--- config.mk ---
export PLATFORM = sky130hd
export DESIGN_NAME = battery_pack_mode_controller
export DESIGN_NICKNAME = d
export VERILOG_FILES = /design/src/design/bpmc_pkg.sv /design/src/design/bpmc_decide.sv /design/src/design/battery_pack_mode_controller.sv
export SDC_FILE = /design/constraint.sdc
export NUM_CORES = 1
export LEC_CHECK = 0
export BUFFER_PORTS_ARGS = -buffer_cell sky130_fd_sc_hd__buf_2
export CAP_MARGIN = 20
export CORE_MARGIN = 5
export CORE_UTILIZATION = 61
export CTS_CLUSTER_DIAMETER = 100
export CTS_CLUSTER_SIZE = 20
export DETAILED_ROUTE_END_ITERATION = 10
export PLACE_DENSITY_LB_ADDON = 0.3
export SLEW_MARGIN = 10
export SYNTH_ARGS = -nofsm -noshare
export SYNTH_HDL_FRONTEND = slang
export SYNTH_SLANG_ARGS = --single-unit
--- constraint.sdc ---
create_clock -name clk -period 3.7 [get_ports clk]
set_input_delay 0.37 -clock clk [delete_from_list [all_inputs] [get_ports clk]]
set_output_delay 0.37 -clock clk [all_outputs]
set_load 0.05 [all_outputs]
--- src/design/bpmc_pkg.sv ---
// ============================================================================
// Battery pack mode controller package
// Shared event, mode and indicator codes, and the structs that carry the
// controller state, the condition flags and the command pulses.
// ============================================================================
package bpmc_pkg;

    // Event codes carried in the input tuser field.
    typedef enum logic [2:0] {
        EV_TEMP      = 3'd0,
        EV_VOLT      = 3'd1,
        EV_IGN_ON    = 3'd2,
        EV_IGN_OFF   = 3'd3,
        EV_CHG_START = 3'd4,
        EV_CHG_END   = 3'd5,
        EV_ESTOP     = 3'd6,
        EV_UNKNOWN   = 3'd7
    } event_t;

    // Operating modes of the pack.
    typedef enum logic [2:0] {
        MODE_STANDBY  = 3'd0,
        MODE_DRIVE    = 3'd1,
        MODE_CHARGING = 3'd2,
        MODE_EMPTY    = 3'd3,
        MODE_OVERTEMP = 3'd4,
        MODE_ILLEGAL  = 3'd5
    } mode_t;

    // Status light codes.
    typedef enum logic [1:0] {
        LIGHT_STANDBY  = 2'd0,
        LIGHT_DRIVE    = 2'd1,
        LIGHT_CHARGING = 2'd2,
        LIGHT_FAULT    = 2'd3
    } light_t;

    // Battery condition flags, listed from the highest bit down as on tdata.
    typedef struct packed {
        logic charge_enable_on;
        logic ignition_on;
        logic too_cold;
        logic contactors_held;
        logic packs_imbalanced;
        logic cell_full;
        logic cell_empty;
        logic over_temperature;
    } flags_t;

    // Persistent controller state, listed from the highest bit down as on tdata.
    typedef struct packed {
        logic   heater_flag;
        logic   charge_block;
        logic   drive_block;
        light_t light_mode;
        mode_t  mode;
    } ctrl_state_t;

    // Commands that go with a result.
    typedef struct packed {
        logic unknown_event;
        logic shunt_reset;
        logic recompute_current;
        logic release_for_charge;
        logic release_for_drive;
        logic hold_all_contactors;
    } pulses_t;

    localparam ctrl_state_t STATE_RESET = '{
        heater_flag:  1'b0,
        charge_block: 1'b0,
        drive_block:  1'b0,
        light_mode:   LIGHT_STANDBY,
        mode:         MODE_STANDBY
    };

endpackage

--- src/design/bpmc_decide.sv ---
// ============================================================================
// Battery pack mode decision logic
// Combinational transition logic: from the current state, one event code and
// the condition flags it gives the next state and the command pulses.
// ============================================================================
module bpmc_decide
    import bpmc_pkg::*;
(
    input  event_t      op,
    input  flags_t      flags,
    input  ctrl_state_t cur,
    output ctrl_state_t nxt,
    output pulses_t     pulse
);

    logic is_level_event;
    logic hot_temp;

    assign is_level_event = (op == EV_TEMP) || (op == EV_VOLT);
    assign hot_temp       = (op == EV_TEMP) && flags.over_temperature;

    // Mode transitions and flag updates.
    always_comb
    begin
        nxt   = cur;
        pulse = '0;
        unique case (op)
            EV_UNKNOWN:
            begin
                pulse.unknown_event = 1'b1;
            end
            EV_ESTOP:
            begin
                // Emergency stop takes no action here.
            end
            default:
            begin
                unique case (cur.mode)
                    MODE_STANDBY:
                    begin
                        if (hot_temp)
                        begin
                            nxt.drive_block  = 1'b1;
                            nxt.charge_block = 1'b1;
                            nxt.mode         = MODE_OVERTEMP;
                            nxt.light_mode   = LIGHT_FAULT;
                        end
                        else if (is_level_event)
                        begin
                            if (flags.cell_empty)
                            begin
                                nxt.drive_block = 1'b1;
                                nxt.mode        = MODE_EMPTY;
                                nxt.light_mode  = LIGHT_FAULT;
                            end
                            else if (flags.packs_imbalanced)
                            begin
                                pulse.hold_all_contactors = 1'b1;
                            end
                        end
                        else if (op == EV_IGN_ON)
                        begin
                            pulse.release_for_drive = flags.contactors_held;
                            nxt.mode                = MODE_DRIVE;
                            nxt.light_mode          = LIGHT_DRIVE;
                        end
                        else if (op == EV_CHG_START)
                        begin
                            if (flags.too_cold)
                            begin
                                nxt.heater_flag  = 1'b1;
                                nxt.charge_block = 1'b1;
                            end
                            nxt.mode       = MODE_CHARGING;
                            nxt.light_mode = LIGHT_CHARGING;
                        end
                    end
                    MODE_DRIVE:
                    begin
                        if (hot_temp)
                        begin
                            nxt.drive_block  = 1'b1;
                            nxt.charge_block = 1'b1;
                            nxt.mode         = MODE_OVERTEMP;
                            nxt.light_mode   = LIGHT_FAULT;
                        end
                        else if (is_level_event)
                        begin
                            if (flags.cell_empty)
                            begin
                                nxt.drive_block = 1'b1;
                                nxt.mode        = MODE_EMPTY;
                                nxt.light_mode  = LIGHT_FAULT;
                            end
                            else if (flags.contactors_held)
                            begin
                                pulse.release_for_drive = 1'b1;
                            end
                        end
                        else if (op == EV_IGN_OFF)
                        begin
                            nxt.mode       = MODE_STANDBY;
                            nxt.light_mode = LIGHT_STANDBY;
                        end
                        else if (op == EV_CHG_START)
                        begin
                            nxt.drive_block = 1'b1;
                            if (flags.contactors_held)
                            begin
                                nxt.charge_block = 1'b1;
                                nxt.mode         = MODE_ILLEGAL;
                                nxt.light_mode   = LIGHT_FAULT;
                            end
                            else
                            begin
                                nxt.mode       = MODE_CHARGING;
                                nxt.light_mode = LIGHT_CHARGING;
                            end
                        end
                    end
                    MODE_CHARGING:
                    begin
                        if (op == EV_TEMP)
                        begin
                            if (flags.over_temperature)
                            begin
                                nxt.drive_block  = 1'b1;
                                nxt.charge_block = 1'b1;
                                nxt.mode         = MODE_OVERTEMP;
                                nxt.light_mode   = LIGHT_FAULT;
                            end
                            else
                            begin
                                // Heater control: turn off once warm, on when cold.
                                if (cur.heater_flag && !flags.too_cold)
                                begin
                                    nxt.heater_flag  = 1'b0;
                                    nxt.charge_block = 1'b0;
                                end
                                if (!nxt.heater_flag && flags.too_cold)
                                begin
                                    nxt.heater_flag  = 1'b1;
                                    nxt.charge_block = 1'b1;
                                end
                                pulse.recompute_current = 1'b1;
                            end
                        end
                        else if (op == EV_VOLT)
                        begin
                            if (flags.cell_full)
                            begin
                                nxt.charge_block = 1'b1;
                            end
                        end
                        else if (op == EV_IGN_ON)
                        begin
                            nxt.drive_block = 1'b1;
                        end
                        else if (op == EV_IGN_OFF)
                        begin
                            nxt.drive_block = 1'b0;
                        end
                        else if (op == EV_CHG_END)
                        begin
                            nxt.heater_flag  = 1'b0;
                            nxt.charge_block = 1'b0;
                            nxt.drive_block  = 1'b0;
                            if (flags.cell_empty)
                            begin
                                nxt.drive_block = 1'b1;
                                nxt.mode        = MODE_EMPTY;
                                nxt.light_mode  = LIGHT_FAULT;
                            end
                            else
                            begin
                                pulse.shunt_reset = flags.cell_full;
                                if (flags.ignition_on)
                                begin
                                    nxt.mode       = MODE_DRIVE;
                                    nxt.light_mode = LIGHT_DRIVE;
                                end
                                else
                                begin
                                    nxt.mode       = MODE_STANDBY;
                                    nxt.light_mode = LIGHT_STANDBY;
                                end
                            end
                        end
                    end
                    MODE_EMPTY:
                    begin
                        if (hot_temp)
                        begin
                            nxt.drive_block  = 1'b1;
                            nxt.charge_block = 1'b1;
                            nxt.mode         = MODE_OVERTEMP;
                            nxt.light_mode   = LIGHT_FAULT;
                        end
                        else if (is_level_event)
                        begin
                            if (!flags.cell_empty)
                            begin
                                nxt.drive_block = 1'b0;
                                if (flags.ignition_on)
                                begin
                                    pulse.release_for_drive = flags.contactors_held;
                                    nxt.mode                = MODE_DRIVE;
                                    nxt.light_mode          = LIGHT_DRIVE;
                                end
                                else
                                begin
                                    nxt.mode       = MODE_STANDBY;
                                    nxt.light_mode = LIGHT_STANDBY;
                                end
                            end
                        end
                        else if (op == EV_IGN_ON)
                        begin
                            nxt.drive_block = 1'b1;
                        end
                        else if (op == EV_CHG_START)
                        begin
                            if (flags.too_cold)
                            begin
                                nxt.heater_flag  = 1'b1;
                                nxt.charge_block = 1'b1;
                            end
                            nxt.mode       = MODE_CHARGING;
                            nxt.light_mode = LIGHT_CHARGING;
                        end
                    end
                    MODE_OVERTEMP:
                    begin
                        // Charge enable wins over the ignition when cooled down.
                        if ((op == EV_TEMP) && !flags.over_temperature)
                        begin
                            nxt.charge_block = 1'b0;
                            if (flags.charge_enable_on)
                            begin
                                pulse.release_for_charge = flags.contactors_held;
                                nxt.mode                 = MODE_CHARGING;
                                nxt.light_mode           = LIGHT_CHARGING;
                            end
                            else if (flags.ignition_on)
                            begin
                                pulse.release_for_drive = flags.contactors_held;
                                nxt.drive_block         = 1'b0;
                                nxt.mode                = MODE_DRIVE;
                                nxt.light_mode          = LIGHT_DRIVE;
                            end
                            else
                            begin
                                nxt.drive_block = 1'b0;
                                nxt.mode        = MODE_STANDBY;
                                nxt.light_mode  = LIGHT_STANDBY;
                            end
                        end
                    end
                    MODE_ILLEGAL:
                    begin
                        // The light and the inhibit flags stay as they are.
                        if ((op == EV_IGN_OFF) && !flags.charge_enable_on)
                        begin
                            nxt.mode = MODE_STANDBY;
                        end
                        else if ((op == EV_CHG_END) && !flags.ignition_on)
                        begin
                            nxt.mode = MODE_STANDBY;
                        end
                    end
                    default:
                    begin
                        nxt = cur;
                    end
                endcase
            end
        endcase
    end

endmodule

--- src/design/battery_pack_mode_controller.sv ---
// ============================================================================
// Battery pack mode controller
// Event-driven six-mode controller for a battery pack with contactor, heater
// and shunt command pulses. One result transaction for every event.
// ============================================================================
// An accepted event waits in the event register and moves on to the result
// register when that is free; the result is then on the master side.
// Throughput: one event per cycle unless the result side stalls; the mode
// decision is one pass of logic between the event and result registers.
// Reset (rst_n low, asynchronous): mode standby, light standby, all inhibit
// and heater flags clear, no event held and no result pending.
module battery_pack_mode_controller
    import bpmc_pkg::*;
(
    input  logic        clk,
    input  logic        rst_n,
    input  logic        s_axis_tvalid,
    output logic        s_axis_tready,
    // [0] over_temperature, [1] cell_empty, [2] cell_full, [3] packs_imbalanced,
    // [4] contactors_held, [5] too_cold, [6] ignition_on, [7] charge_enable_on
    input  logic [7:0]  s_axis_tdata,
    // [2:0] op
    input  logic [2:0]  s_axis_tuser,
    output logic        m_axis_tvalid,
    input  logic        m_axis_tready,
    // [2:0] mode, [4:3] indicator_mode, [5] drive_inhibit, [6] charge_inhibit,
    // [7] heater_on, [8] hold_all_contactors, [9] release_for_drive,
    // [10] release_for_charge, [11] recompute_current, [12] shunt_reset,
    // [13] unknown_event, [15:14] zero
    output logic [15:0] m_axis_tdata
);

    logic        ev_valid_reg;
    event_t      ev_op_reg;
    flags_t      ev_flags_reg;
    logic        out_valid_reg;
    ctrl_state_t out_state_reg;
    pulses_t     out_pulse_reg;
    ctrl_state_t state_reg;
    ctrl_state_t state_next;
    pulses_t     pulse_next;
    logic        in_take;
    logic        out_load;

    // Handshake: the held event moves on when the result register is free.
    assign out_load      = ev_valid_reg && (!out_valid_reg || m_axis_tready);
    assign s_axis_tready = !ev_valid_reg || out_load;
    assign in_take       = s_axis_tvalid && s_axis_tready;

    // Event register control.
    always_ff @(posedge clk or negedge rst_n)
    begin
        if (!rst_n)
        begin
            ev_valid_reg <= 1'b0;
        end
        else if (s_axis_tready)
        begin
            ev_valid_reg <= s_axis_tvalid;
        end
    end

    // Event register payload.
    always_ff @(posedge clk)
    begin
        if (in_take)
        begin
            ev_op_reg    <= event_t'(s_axis_tuser);
            ev_flags_reg <= flags_t'(s_axis_tdata);
        end
    end

    // Transition logic.
    bpmc_decide u_decide (
        .op    (ev_op_reg),
        .flags (ev_flags_reg),
        .cur   (state_reg),
        .nxt   (state_next),
        .pulse (pulse_next)
    );

    // Controller state advances once per event.
    always_ff @(posedge clk or negedge rst_n)
    begin
        if (!rst_n)
        begin
            state_reg <= STATE_RESET;
        end
        else if (out_load)
        begin
            state_reg <= state_next;
        end
    end

    // Result register control.
    always_ff @(posedge clk or negedge rst_n)
    begin
        if (!rst_n)
        begin
            out_valid_reg <= 1'b0;
        end
        else if (out_load)
        begin
            out_valid_reg <= 1'b1;
        end
        else if (m_axis_tready)
        begin
            out_valid_reg <= 1'b0;
        end
    end

    // Result register payload.
    always_ff @(posedge clk)
    begin
        if (out_load)
        begin
            out_state_reg <= state_next;
            out_pulse_reg <= pulse_next;
        end
    end

    assign m_axis_tvalid = out_valid_reg;
    assign m_axis_tdata  = {2'b00, out_pulse_reg, out_state_reg};

    // An unknown event leaves the controller state untouched.
    a_unknown_keeps_state: assert property (
        @(posedge clk) disable iff (!rst_n)
        (out_load && (ev_op_reg == EV_UNKNOWN)) |=> (state_reg == $past(state_reg))
    ) else $error("unknown event changed the controller state");

    // The over-temperature mode always shows the fault light.
    a_overtemp_light: assert property (
        @(posedge clk) disable iff (!rst_n)
        (state_reg.mode == MODE_OVERTEMP) |-> (state_reg.light_mode == LIGHT_FAULT)
    ) else $error("over-temperature mode without fault light");

    // A held event that cannot move on stays held.
    a_event_kept: assert property (
        @(posedge clk) disable iff (!rst_n)
        (ev_valid_reg && !out_load) |=> ev_valid_reg
    ) else $error("held event dropped while the result register was busy");

    // Drive and charge releases never go out in the same result.
    a_release_exclusive: assert property (
        @(posedge clk) disable iff (!rst_n)
        out_valid_reg |-> !(out_pulse_reg.release_for_drive && out_pulse_reg.release_for_charge)
    ) else $error("drive and charge releases issued together");

    // The state only moves when a result is loaded.
    a_state_moves_on_load: assert property (
        @(posedge clk) disable iff (!rst_n)
        !out_load |=> $stable(state_reg)
    ) else $error("controller state changed without an event");

endmodule

# [Yosys cells after proc, flatten, opt, wreduce, memory -nomap -nowiden]
# Cells that the tools add are included.
[classes] mux=79 reduce_logical=27 bitwise=8 n_eq_ne=12
[op_table] op="5-bit two-way mux" n=9
[op_table] op="6-bit two-way mux" n=6
[op_table] op="7-bit two-way mux" n=5
[op_table] op="1-bit two-way mux" n=33
[op_table] op="2-bit two-way mux" n=14
[op_table] op="8-bit two-way mux" n=3
[op_table] op="4-bit case mux with 5 select lines" n=1
[op_table] op="3-bit equality test (second input constant)" n=6
[op_table] op="3-bit case mux with 6 select lines" n=1
[op_table] op="3-bit by 2-bit equality test with 1-bit output (second input constant)" n=4
[op_table] op="4-bit two-way mux" n=3
[op_table] op="9-bit OR reduction" n=1
[op_table] op="1-bit logical AND" n=8
[op_table] op="1-bit inverter" n=8
[op_table] op="1-bit zero test" n=7
[op_table] op="3-bit by 1-bit equality test with 1-bit output (second input constant)" n=2
[op_table] op="3-bit zero test" n=2
[op_table] op="3-bit two-way mux" n=2
[op_table] op="6-bit OR reduction" n=1
[op_table] op="5-bit OR reduction" n=1
[op_table] op="1-bit case mux with 4 select lines" n=1
[op_table] op="2-bit OR reduction" n=2
[op_table] op="4-bit OR reduction" n=1
[op_table] op="1-bit logical OR" n=3
[op_table] op="2 further kinds" n=2
[totals] regBits=35

# [Longest topological paths before layout]
# Gate-level depths: netlist of the first run.
[depth] word_depth=14 depth_mapped=7 mapped_depth_nobuf=5

# [Cells and area by module]
# Synthesis of the first run repeated with hierarchy kept, for this count alone.
[unflattened] hier_cells=229 hier_area_um2=2214.6
[modules_own_cells] module="battery_pack_mode_controller" seq_area_each_um2=1001.0 cells_each=53 n_inst=1 area_per_inst_um2=1196.1
[modules_own_cells] module="bpmc_decide" seq_area_each_um2=0.0 cells_each=176 n_inst=1 area_per_inst_um2=1018.5

# [Least setup slack after synthesis of the first run]
# OpenSTA, ideal clock, no wires.
[synth_path] kind="register to register" start="reg out_valid_reg, in the netlist m_axis_tvalid" end="reg ev_flags_reg[0] (netlist bit), enable pin" t_required_ns=3.406 path_buffers=0 setup_ns=0.294 arrival_time_ns=1.643 path_slack_ns=1.764 path_stages_with_launch=3 cell_sequence="dfrtp_1 nand3b_1 and2_1"
[synth_via] elab_chain_cells=5
[synth_lines] element="from (decl)" line="battery_pack_mode_controller.sv:36" rtl="logic out_valid_reg;"
[synth_lines] element="from (signal assigned)" line="battery_pack_mode_controller.sv:100" rtl="out_valid_reg <= 1'b0;"
[synth_lines] element="from (signal assigned)" line="battery_pack_mode_controller.sv:104" rtl="out_valid_reg <= 1'b1;"
[synth_lines] element="from (signal assigned)" line="battery_pack_mode_controller.sv:108" rtl="out_valid_reg <= 1'b0;"
[synth_lines] element="1-bit zero test" line="battery_pack_mode_controller.sv:46" rtl="assign out_load = ev_valid_reg && (!out_valid_reg || m_axis_tready);"
[synth_lines] element="1-bit logical OR" line="battery_pack_mode_controller.sv:46"
[synth_lines] element="1-bit logical AND" line="battery_pack_mode_controller.sv:46"
[synth_lines] element="1-bit logical OR" line="battery_pack_mode_controller.sv:47" rtl="assign s_axis_tready = !ev_valid_reg || out_load;"
[synth_lines] element="via s_axis_tready" line="battery_pack_mode_controller.sv:18" rtl="output logic s_axis_tready,"
[synth_lines] element="1-bit logical AND" line="battery_pack_mode_controller.sv:48" rtl="assign in_take = s_axis_tvalid && s_axis_tready;"
[synth_lines] element="via in_take" line="battery_pack_mode_controller.sv:42" rtl="logic in_take;"
[synth_lines] element="to (signal assigned)" line="battery_pack_mode_controller.sv:69" rtl="ev_flags_reg <= flags_t'(s_axis_tdata);"
[synth_lines] element="to (decl)" line="battery_pack_mode_controller.sv:35" rtl="flags_t ev_flags_reg;"
# The timed path passes the listed nets, and every way through them passes these cells.
# A chain may end at the register's enable or synchronous reset.

==> impl_metrics.toml, run 1 <==
[placement]
hpwlAfterDp_mm = 3.945
routabilityCongestion = 0.9717
post_dp_cell_area_sq_um = 2374
port_buffers = 30

[global_routing]
grt_pass1_vias = 1936
track_usage_pct = 23.94
grt_pass1_wl_mm = 9.591
overflow = 0
grt_antenna_before_repair = 0
grt_start_max_net_pins = 35

[routing]
vias = 2108
first_iter_violations = 380
avgRoutedWirePerCell_microns = 18.29
viasPerCell = 6.650
routed_wl_mm = 5.799
ant_nets = 0
firstDrtPassIters = 5
drc = 0

[timing]
clock_skew_ns = 0.002856
finalSetupViolations = 0
layout_worst_path_cycle_share_pct = 66.26
period_minus_slack_ns = 2.451
fin_hold_ws_ns = 0.2542
fmax_ghz = 0.4079
drv_slew = 0
relSlewSlack_pct = 29.35
max_slew.worst_pin.slew_ns = 1.060
final.setup.tns_ns = 0
rsz0062_at_grt = "no"
finalHoldViolCount = 0

[pwr]
irDropWorstVdd_v = 0.0003138
swShare_pct = 28.65
power_density_nw_per_um2 = 344.0
clkPwrFrac_pct = 30.9
leakage_nw = 0.8990
p_comb_share_pct = 13.6
p_int_w = 0.0006050
share_seq_of_total_power_pct = 55.5
power_w = 0.0008479
p_switching_w = 0.0002430

[yosys]
yosys_register_bits = 35
netlist_instances = 250
post-synth-top-area-fraction_pct = 33.04
synth_warnings = 0
synthArstFlopShare_pct = 28.57
synth_area_leaders = "edfxtp_1 (33%), dfrtp_1 (11%), a21oi_1 (5.3%), nor2_1 (5.0%), o21ai_1 (2.2%)"
synthTopCellsByCount = "nor2_1 (30), edfxtp_1 (25), a21oi_1 (24)"
seq_area_frac_synth_pct = 44.05
syn_area_per_cell_sq_um = 9.089
yosysMostFrequentCell = "nor2_1"
syn-cell-area_sq_um = 2272
synth_flop_cell = "edfxtp_1"
ys_types = 57
synth_edf_count = 25
synth_top_cell_by_area = "edfxtp_1"

[worst_setup_path]
critPathMaxStageDelay_ns = 1.05
crit_family = "flip-flops"
cp.required_ns = 3.73
cp-end-kind = "flop"
cp_slowest_cell = "edfxtp_1"
worstPathArrival_ns = 2.49
crit_path_max_fanout = 34
path_buf_inv = 0
worstSetupPathType = "reg -> reg"
crit_chain = "nand2_1, nor3_1, o221ai_1, a211oi_1, a21oi_1"
cp-start-kind = "flop"

[cells_and_area]
utilization_pct = 67.84
design_area_sq_um = 2465
nets = 283
fillerInstances = 324
multiInputGateArea_sq_um = 1129
regArea_sq_um = 1001
largest_register_ffs = 14
antennaDiodeCount = 0
area_growth_syn_to_layout_pct = 8.480
drive_gt1_share_pct = 15.99

[run_status]
status = "completed"

[cts]
cts_max_level = 2
tritoncts = "built"
clkTransAtPathRegs_ns = 0.07
clock_path_buffers = 2
root_buffer = "clkbuf_8"
postCtsSetupRepairBufs = 0
clock_latency_ns = 0.29
clock-sinks = 35
cts_made_buffers = 5

[min_path]
hold_path_class = "in -> reg"

[floorplanning]
core_area_sq_um = 3633
die_x_microns = 71.03
die_h_microns = 71.03
start_util_pct = 62.53
dieArea_sq_um = 5045
core.rowCount = 22
top_level_ports = 33

[job]
cap_violations = 0
-- stage by stage --
step | cells | setup WS, ns
2_1_floorplan | 251 | 1.764
3_3_place_gp | 308 | 1.360
3_5_place_dp | 308 | 1.320
4_1_cts | 317 | 1.317
5_1_grt | 317 | 1.077
6_report | 317 | 1.249
-- kinds of logic (layout without fill, tap and decap cells) --
logic type / after synthesis / after routing / share of synthesized area, %
AOI/OAI and AO/OA: 81 / 81 / 23.02
buffers and inverters: 30 / 48 / 6.443
DFF: 35 / 35 / 44.05
muxes: 2 / 2 / 0.8811
other: 1 / 2 / 0.1650
and+or+nand+nor: 101 / 101 / 25.44
-- routing by layer --
layer  part of all wire (%)  vias up  global-route usage, %  wire length (microns)
met4                    2.8        0                  10.65                    165
met2                     46      134                  35.94                   2670
li1                       -      977                      -                      -
met5                      0        -                      0                      0
met3                     11       19                  5.824                    620
met1                     40      978                  32.82                   2343
-- timing repair --
| item | in CTS | in global routing |
|---|---|---|
| hold buffers | 1 | 0 |
| hold endpoints to repair | 10 | 0 |
| gates resized for setup | 0 | 0 |
| endpoints found under the setup margin | 0 | 0 |
-- layout make-up --
class | count | share of cell area (%)
Tap cell | 48 | 2.437
Timing Repair Buffer | 31 | 6.497
Sequential cell | 35 | 40.61
Inverter | 9 | 1.371
Clock buffer | 7 | 3.096
Clock inverter | 1 | 0.2030
Multi-Input combinational cell | 186 | 45.79
-- worst reg2reg max path, delay by kind of cell (launching register included) --
family / cells / cell delay (ns)
compound gates: 3 / 0.51
flops: 1 / 1.05
simple gates: 2 / 0.64
-- cell usage in the layout (no fill, tap or decap), drive strengths merged, types with 3 or more instances in the layout --
cell type,count
nand3b,4
nor2b,5
a211oi,5
edfxtp,25
nor2,30
inv,9
nand2b,7
a21oi,24
buf,30
o211ai,4
dfrtp,10
or4,3
clkbuf,7
nor4,6
nand2,13
nor3b,4
and2,3
o21ai,19
and3,3
or3b,3
nor3,9
o31ai,3
a31oi,7
-- path summary, 6_finish.rpt --
| path | startpoint | to | slack, ns | depth (start not counted) |
|---|---|---|---|---|
| setup / recovery | ev_op_reg[2] | m_axis_tdata[4] | 1.25 | 5 |
| hold / removal | s_axis_tdata[1] | ev_flags_reg[1] | 0.25 | 1 |
| setup reg to reg | ev_op_reg[2] | m_axis_tdata[4] | 1.25 | 5 |
| hold reg to reg | ev_valid_reg | m_axis_tvalid | 0.51 | 1 |
| max in group asynchronous | rst_n | state_reg[3] | 3.01 | 2 |
| min in group asynchronous | rst_n | state_reg[7] | 0.48 | 2 |
-- power by group through the flow --
stage	Combinational (W)	Clock (W)	Sequential (W)
after floorplan	0.0000738	0	0.000486
after global placement	0.000113	0	0.000477
after detailed placement	0.000114	0	0.000477
after CTS	0.000115	0.000262	0.000469
after global routing	0.000125	0.000290	0.000472
final	0.000115	0.000262	0.000471
Power figures use the tool's default switching activity.
==> run 2: changes to the inputs <==
Settings changed: CORE_UTILIZATION 61 to 57.
Clock period 3.7 ns to 2.5 ns, I/O delays scaled along.
==> run 2 against run 1 <==
Compared with the run above: die area up 6.0%; global-route usage up 0.90 points; clock skew up 0.0033 ns; clock power up 100%; largest cell class unchanged; combinational power up 66%; sequential share of layout area down 1.9 points; highest routed layer unchanged; wire length up 6.9%; non-clock buffer count up 11; count of clock-buffer cells in the layout down 1.
==> impl_metrics.toml, run 2 (synthesis results as in run 1) <==
[run_status]
status = "completed"

[timing]
rsz0062_at_grt = "no"
max_slew.worst_pin.slew_ns = 0.6931
period_minus_slack_ns = 2.193
finalSetupViolations = 0
relSlewSlack_pct = 53.74
fmax_ghz = 0.4560
layout_worst_path_cycle_share_pct = 87.73
finalHoldViolCount = 0
drv_slew = 0
final.setup.tns_ns = 0
clock_skew_ns = 0.006112

[routing]
wl_met3_microns = 616
top_layer = "met4"
first_iter_violations = 295
avgRoutedWirePerCell_microns = 18.79
drc = 0
routed-wl-met2_mm = 2.852
ant_nets = 0
viasPerCell = 6.479
firstDrtPassIters = 5
vias = 2138
routed_wl_mm = 6.200
met1_length_mm = 2.569

[cts]
clock_latency_ns = 0.29
tritoncts = "built"
clock_path_buffers = 2
root_buffer = "clkbuf_8"
cts_max_level = 2
postCtsSetupRepairBufs = 0
clock-sinks = 35
cts_made_buffers = 5
clkTransAtPathRegs_ns = 0.07

[pwr]
power_density_nw_per_um2 = 543.5
irDropWorstVdd_v = 0.0003858
leakage_nw = 0.9721
power_w = 0.001406

[cells_and_area]
nets = 294
area_growth_syn_to_layout_pct = 13.82
fillerInstances = 327
largest_register_ffs = 14
drive_gt1_share_pct = 20.00
utilization_pct = 65.60
antennaDiodeCount = 0
final_cell_mix = "nor2_1 (30), buf_2 (30), edfxtp_1 (25), a21oi_1 (24), nand2_1 (13)"

[floorplanning]
core.rowCount = 23
dieArea_sq_um = 5349
die_x_microns = 73.14
core_area_sq_um = 3943
start_util_pct = 57.63
die_h_microns = 73.14
top_level_ports = 33

[worst_setup_path]
worstPathArrival_ns = 2.34
worstSetupPathType = "reg -> reg"
cp-start-kind = "flop"
cp.required_ns = 2.64
crit_path_max_fanout = 16
cp-end-kind = "flop"

[global_routing]
grt_pass1_wl_mm = 10.05
overflow = 0
grt_start_max_net_pins = 19
track_usage_pct = 24.85
grt_pass1_vias = 1996
grt_antenna_before_repair = 0

[min_path]
hold_path_class = "in -> reg"

[placement]
hpwlAfterDp_mm = 4.457
routabilityCongestion = 0.9541
port_buffers = 30

[job]
cap_violations = 0
==> run 2: metrics by stage <==
step	instance area, sq um	hold WS [ns]	worst slack [ns]	cells
detailed placement	2459	0.1524	0.3640	321
floorplan	2276	-0.04559	0.5637	251
global placement	2459	0.1475	0.3390	321
global route	2586	0.1252	0.2010	330
CTS	2586	0.1325	0.3476	330
finish	2586	0.1368	0.3068	330
==> run 2: final cells by class <==
cell class	instances	area [sq um]	area share (%)
inverter	9	33.78	1.306
clock inverter	2	35.03	1.355
clock buffer	6	82.58	3.193
tap	50	62.56	2.419
multi-input combinational	186	1129	43.64
sequential	35	1001	38.70
timing repair buffer	42	242.7	9.386
==> run 2: where the power goes <==
| group | internal, W | total, W | switching, W |
|---|---|---|---|
| sequential | 0.000653 | 0.000685 | 0.0000325 |
| clock | 0.000323 | 0.000530 | 0.000207 |
| combinational | 0.0000526 | 0.000191 | 0.000138 |
==> run 2: worst paths after layout <==
kind                                      start              end  slack, ns  depth (start not counted)
max in group asynchronous                 rst_n     state_reg[2]       1.89                          2
worst max-delay path               ev_op_reg[2]  m_axis_tdata[4]       0.31                          6
min in group asynchronous                 rst_n     state_reg[6]       0.37                          2
worst min-delay path            s_axis_tdata[0]  ev_flags_reg[0]       0.14                          1
worst min register to register     ev_valid_reg    m_axis_tvalid       0.50                          1
worst max register to register     ev_op_reg[2]  m_axis_tdata[4]       0.31                          6
==> run 2: per-layer routing <==
| layer | vias up | GRT usage [%] |
|---|---|---|
| met1 | 981 | 33.48 |
| li1 | 1006 | - |
| met4 | 0 | 10.45 |
| met2 | 136 | 38.53 |
| met3 | 15 | 5.372 |
| met5 | - | 0 |
==> run 2: timing repair <==
action,4_1_cts,5_1_grt
hold endpoints to repair,10,0
resized for setup,0,0
hold buffers,1,0
==> run 2: worst max-delay path, stage by stage, from the launching register on <==
cell,delay [ns]
edfxtp_1,0.59
buf_4,0.26
nor4_4,0.45
nand4_1,0.31
o211ai_1,0.24
a211oi_1,0.08
a21oi_1,0.12
==> run 3: changes to the inputs <==
Settings changed: PLACE_DENSITY set to 0.8, PLACE_DENSITY_LB_ADDON 0.3 to not set.
==> run 3 against run 2 <==
Compared with the run above: worst hold slack got worse by 0.0044 ns; maximum frequency decreased by 0.74%; die area did not move; sequential share of layout area is 0.32 points higher; non-clock buffer count is the same; setup slack worse by 0.016 ns; largest power group unchanged; highest routed layer unchanged.
==> impl_metrics.toml, run 3 (synthesis results as in run 1) <==
[global_routing]
grtUsageMet2_pct = 39.23
grt_start_max_net_pins = 35
top_usage_layer = "met2"
track_usage_pct = 26.18
grt_antenna_before_repair = 0
grt_pass1_wl_mm = 10.47
grt_pass1_vias = 2111
overflow = 0
grtUsageMet1_pct = 34.21
grt_util_met3_pct = 7.989

[cts]
cts_made_buffers = 5
clkTransAtPathRegs_ns = 0.07
postCtsSetupRepairBufs = 0
cts_max_level = 2
clock_path_buffers = 2
clock_latency_ns = 0.30
clock-sinks = 35
tritoncts = "built"
root_buffer = "clkbuf_8"

[timing]
clock_skew_ns = 0.008086
relSlewSlack_pct = 55.61
finalHoldViolCount = 0
fmax_ghz = 0.4526
period_minus_slack_ns = 2.210
fin_hold_ws_ns = 0.1323
rsz0062_at_grt = "no"
max_slew.worst_pin.slew_ns = 0.6652
drv_slew = 0
layout_worst_path_cycle_share_pct = 88.38
final.setup.tns_ns = 0
finalSetupViolations = 0

[pwr]
leakage_nw = 0.9619
irDropWorstVdd_v = 0.0003308
clkPwrFrac_pct = 30.9
p_switching_w = 0.0003736
p_int_w = 0.0008981
swShare_pct = 29.38
p_comb_share_pct = 15.7
power_density_nw_per_um2 = 495.8
share_seq_of_total_power_pct = 53.4

[cells_and_area]
drive_gt1_share_pct = 20.00
design_area_sq_um = 2565
nets = 294
largest_register_ffs = 14
antennaDiodeCount = 0
area_growth_syn_to_layout_pct = 12.89
final_cell_mix = "nor2_1 (30), buf_2 (30), edfxtp_1 (25), a21oi_1 (24), nand2_1 (13)"
fillerInstances = 353

[routing]
vias = 2199
avgRoutedWirePerCell_microns = 19.40
firstDrtPassIters = 6
routed_wl_mm = 6.401
drc = 0
first_iter_violations = 388
ant_nets = 0
viasPerCell = 6.664

[placement]
routabilityCongestion = 0.9932
post_dp_cell_area_sq_um = 2471
hpwlAfterDp_mm = 4.618
port_buffers = 30

[worst_setup_path]
cp.required_ns = 2.52
worstPathArrival_ns = 2.23
r2r_start = "ev_op_reg[1]"
cp-start-kind = "flop"
r2r_slack_ns = 0.29
crit_path_max_fanout = 17
cp-end-kind = "flop"
timing.rr.end = "m_axis_tdata[6]"
worstSetupPathType = "reg -> reg"
r2r_cells = 5

[job]
cap_violations = 0

[floorplanning]
dieArea_sq_um = 5349
core_area_sq_um = 3943
die_x_microns = 73.14
core.rowCount = 23
die_h_microns = 73.14
top_level_ports = 33
start_util_pct = 57.63

[min_path]
hold_start = "s_axis_tdata[3]"
hold_path_class = "in -> reg"
min_delay_path_depth = 1
hold-path-endpoint = "ev_flags_reg[3]"

[run_status]
status = "completed"
-- run 3: cell types whose count changed in the layout (fill, tap and decap cells not counted), sizes merged --
cell    previous run  this run
clkinv             1         3
bufinv             1         0
clkbuf             6         5
-- run 3: worst max-delay path by stage --
stage                                  to  cells past startpoint  slack [ns]          start
final                     m_axis_tdata[6]                      5        0.29   ev_op_reg[1]
after global routing      m_axis_tdata[5]                      6        0.21   ev_op_reg[1]
after CTS                 m_axis_tdata[6]                      5        0.34   ev_op_reg[1]
after detailed placement  m_axis_tdata[6]                      5        0.34   ev_op_reg[1]
after global placement    m_axis_tdata[0]                      5        0.44   ev_op_reg[0]
after floorplan           ev_flags_reg[0]                      2        0.56  m_axis_tvalid
-- run 3: area by class of cell --
cell class / count / area, sq um / share of cell area, %
Clock buffer: 5 / 68.82 / 2.683
Tap cell: 50 / 62.56 / 2.439
Timing Repair Buffer: 42 / 255.2 / 9.951
Multi-Input combinational cell: 186 / 1129 / 44.00
Sequential cell: 35 / 1001 / 39.02
Inverter: 9 / 33.78 / 1.317
Clock inverter: 3 / 15.01 / 0.5854
-- run 3: power groups by stage --
| stage | Clock [W] | Combinational, W | Sequential, W |
|---|---|---|---|
| 3_3_place_gp | 0 | 0.000195 | 0.000689 |
| 3_5_place_dp | 0 | 0.000196 | 0.000690 |
| 5_1_grt | 0.000436 | 0.000215 | 0.000681 |
| 6_report | 0.000393 | 0.000200 | 0.000679 |
| 4_1_cts | 0.000403 | 0.000198 | 0.000677 |
| 2_1_floorplan | 0 | 0.000109 | 0.000720 |
-- run 3: what timing repair did --
action,4_1_cts,5_1_grt
hold endpoints to repair,10,0
hold buffers,1,0
endpoints found under the setup margin,0,0
gates resized for setup,0,0
-- run 3: metal layers --
layer  vias to the layer above  part of all wire, %  routed length (microns)
met5                         -                    0                        0
met4                         0                  3.4                      217
met3                        28                  9.7                      618
met2                       138                   46                     2954
met1                      1031                   41                     2611
li1                       1002                    -                        -
-- run 3: stage by stage --
stage | std cells | worst slack (ns) | utilization, % | power [W]
2_1_floorplan | 251 | 0.5637 | - | 0.0008287
6_report | 330 | 0.2904 | 65.06 | 0.001272
4_1_cts | 330 | 0.3382 | 65.06 | 0.001278
3_5_place_dp | 321 | 0.3392 | 62.68 | 0.0008855
5_1_grt | 330 | 0.2127 | 65.06 | 0.001332
3_3_place_gp | 321 | 0.4416 | 62.68 | 0.0008837
-- run 3: worst max-delay path: stages (launching register included) --
cell	delay (ns)
edfxtp_1	0.65
or4_4	0.63
nor2_1	0.11
mux2i_1	0.08
o31ai_1	0.34
o21ai_1	0.15
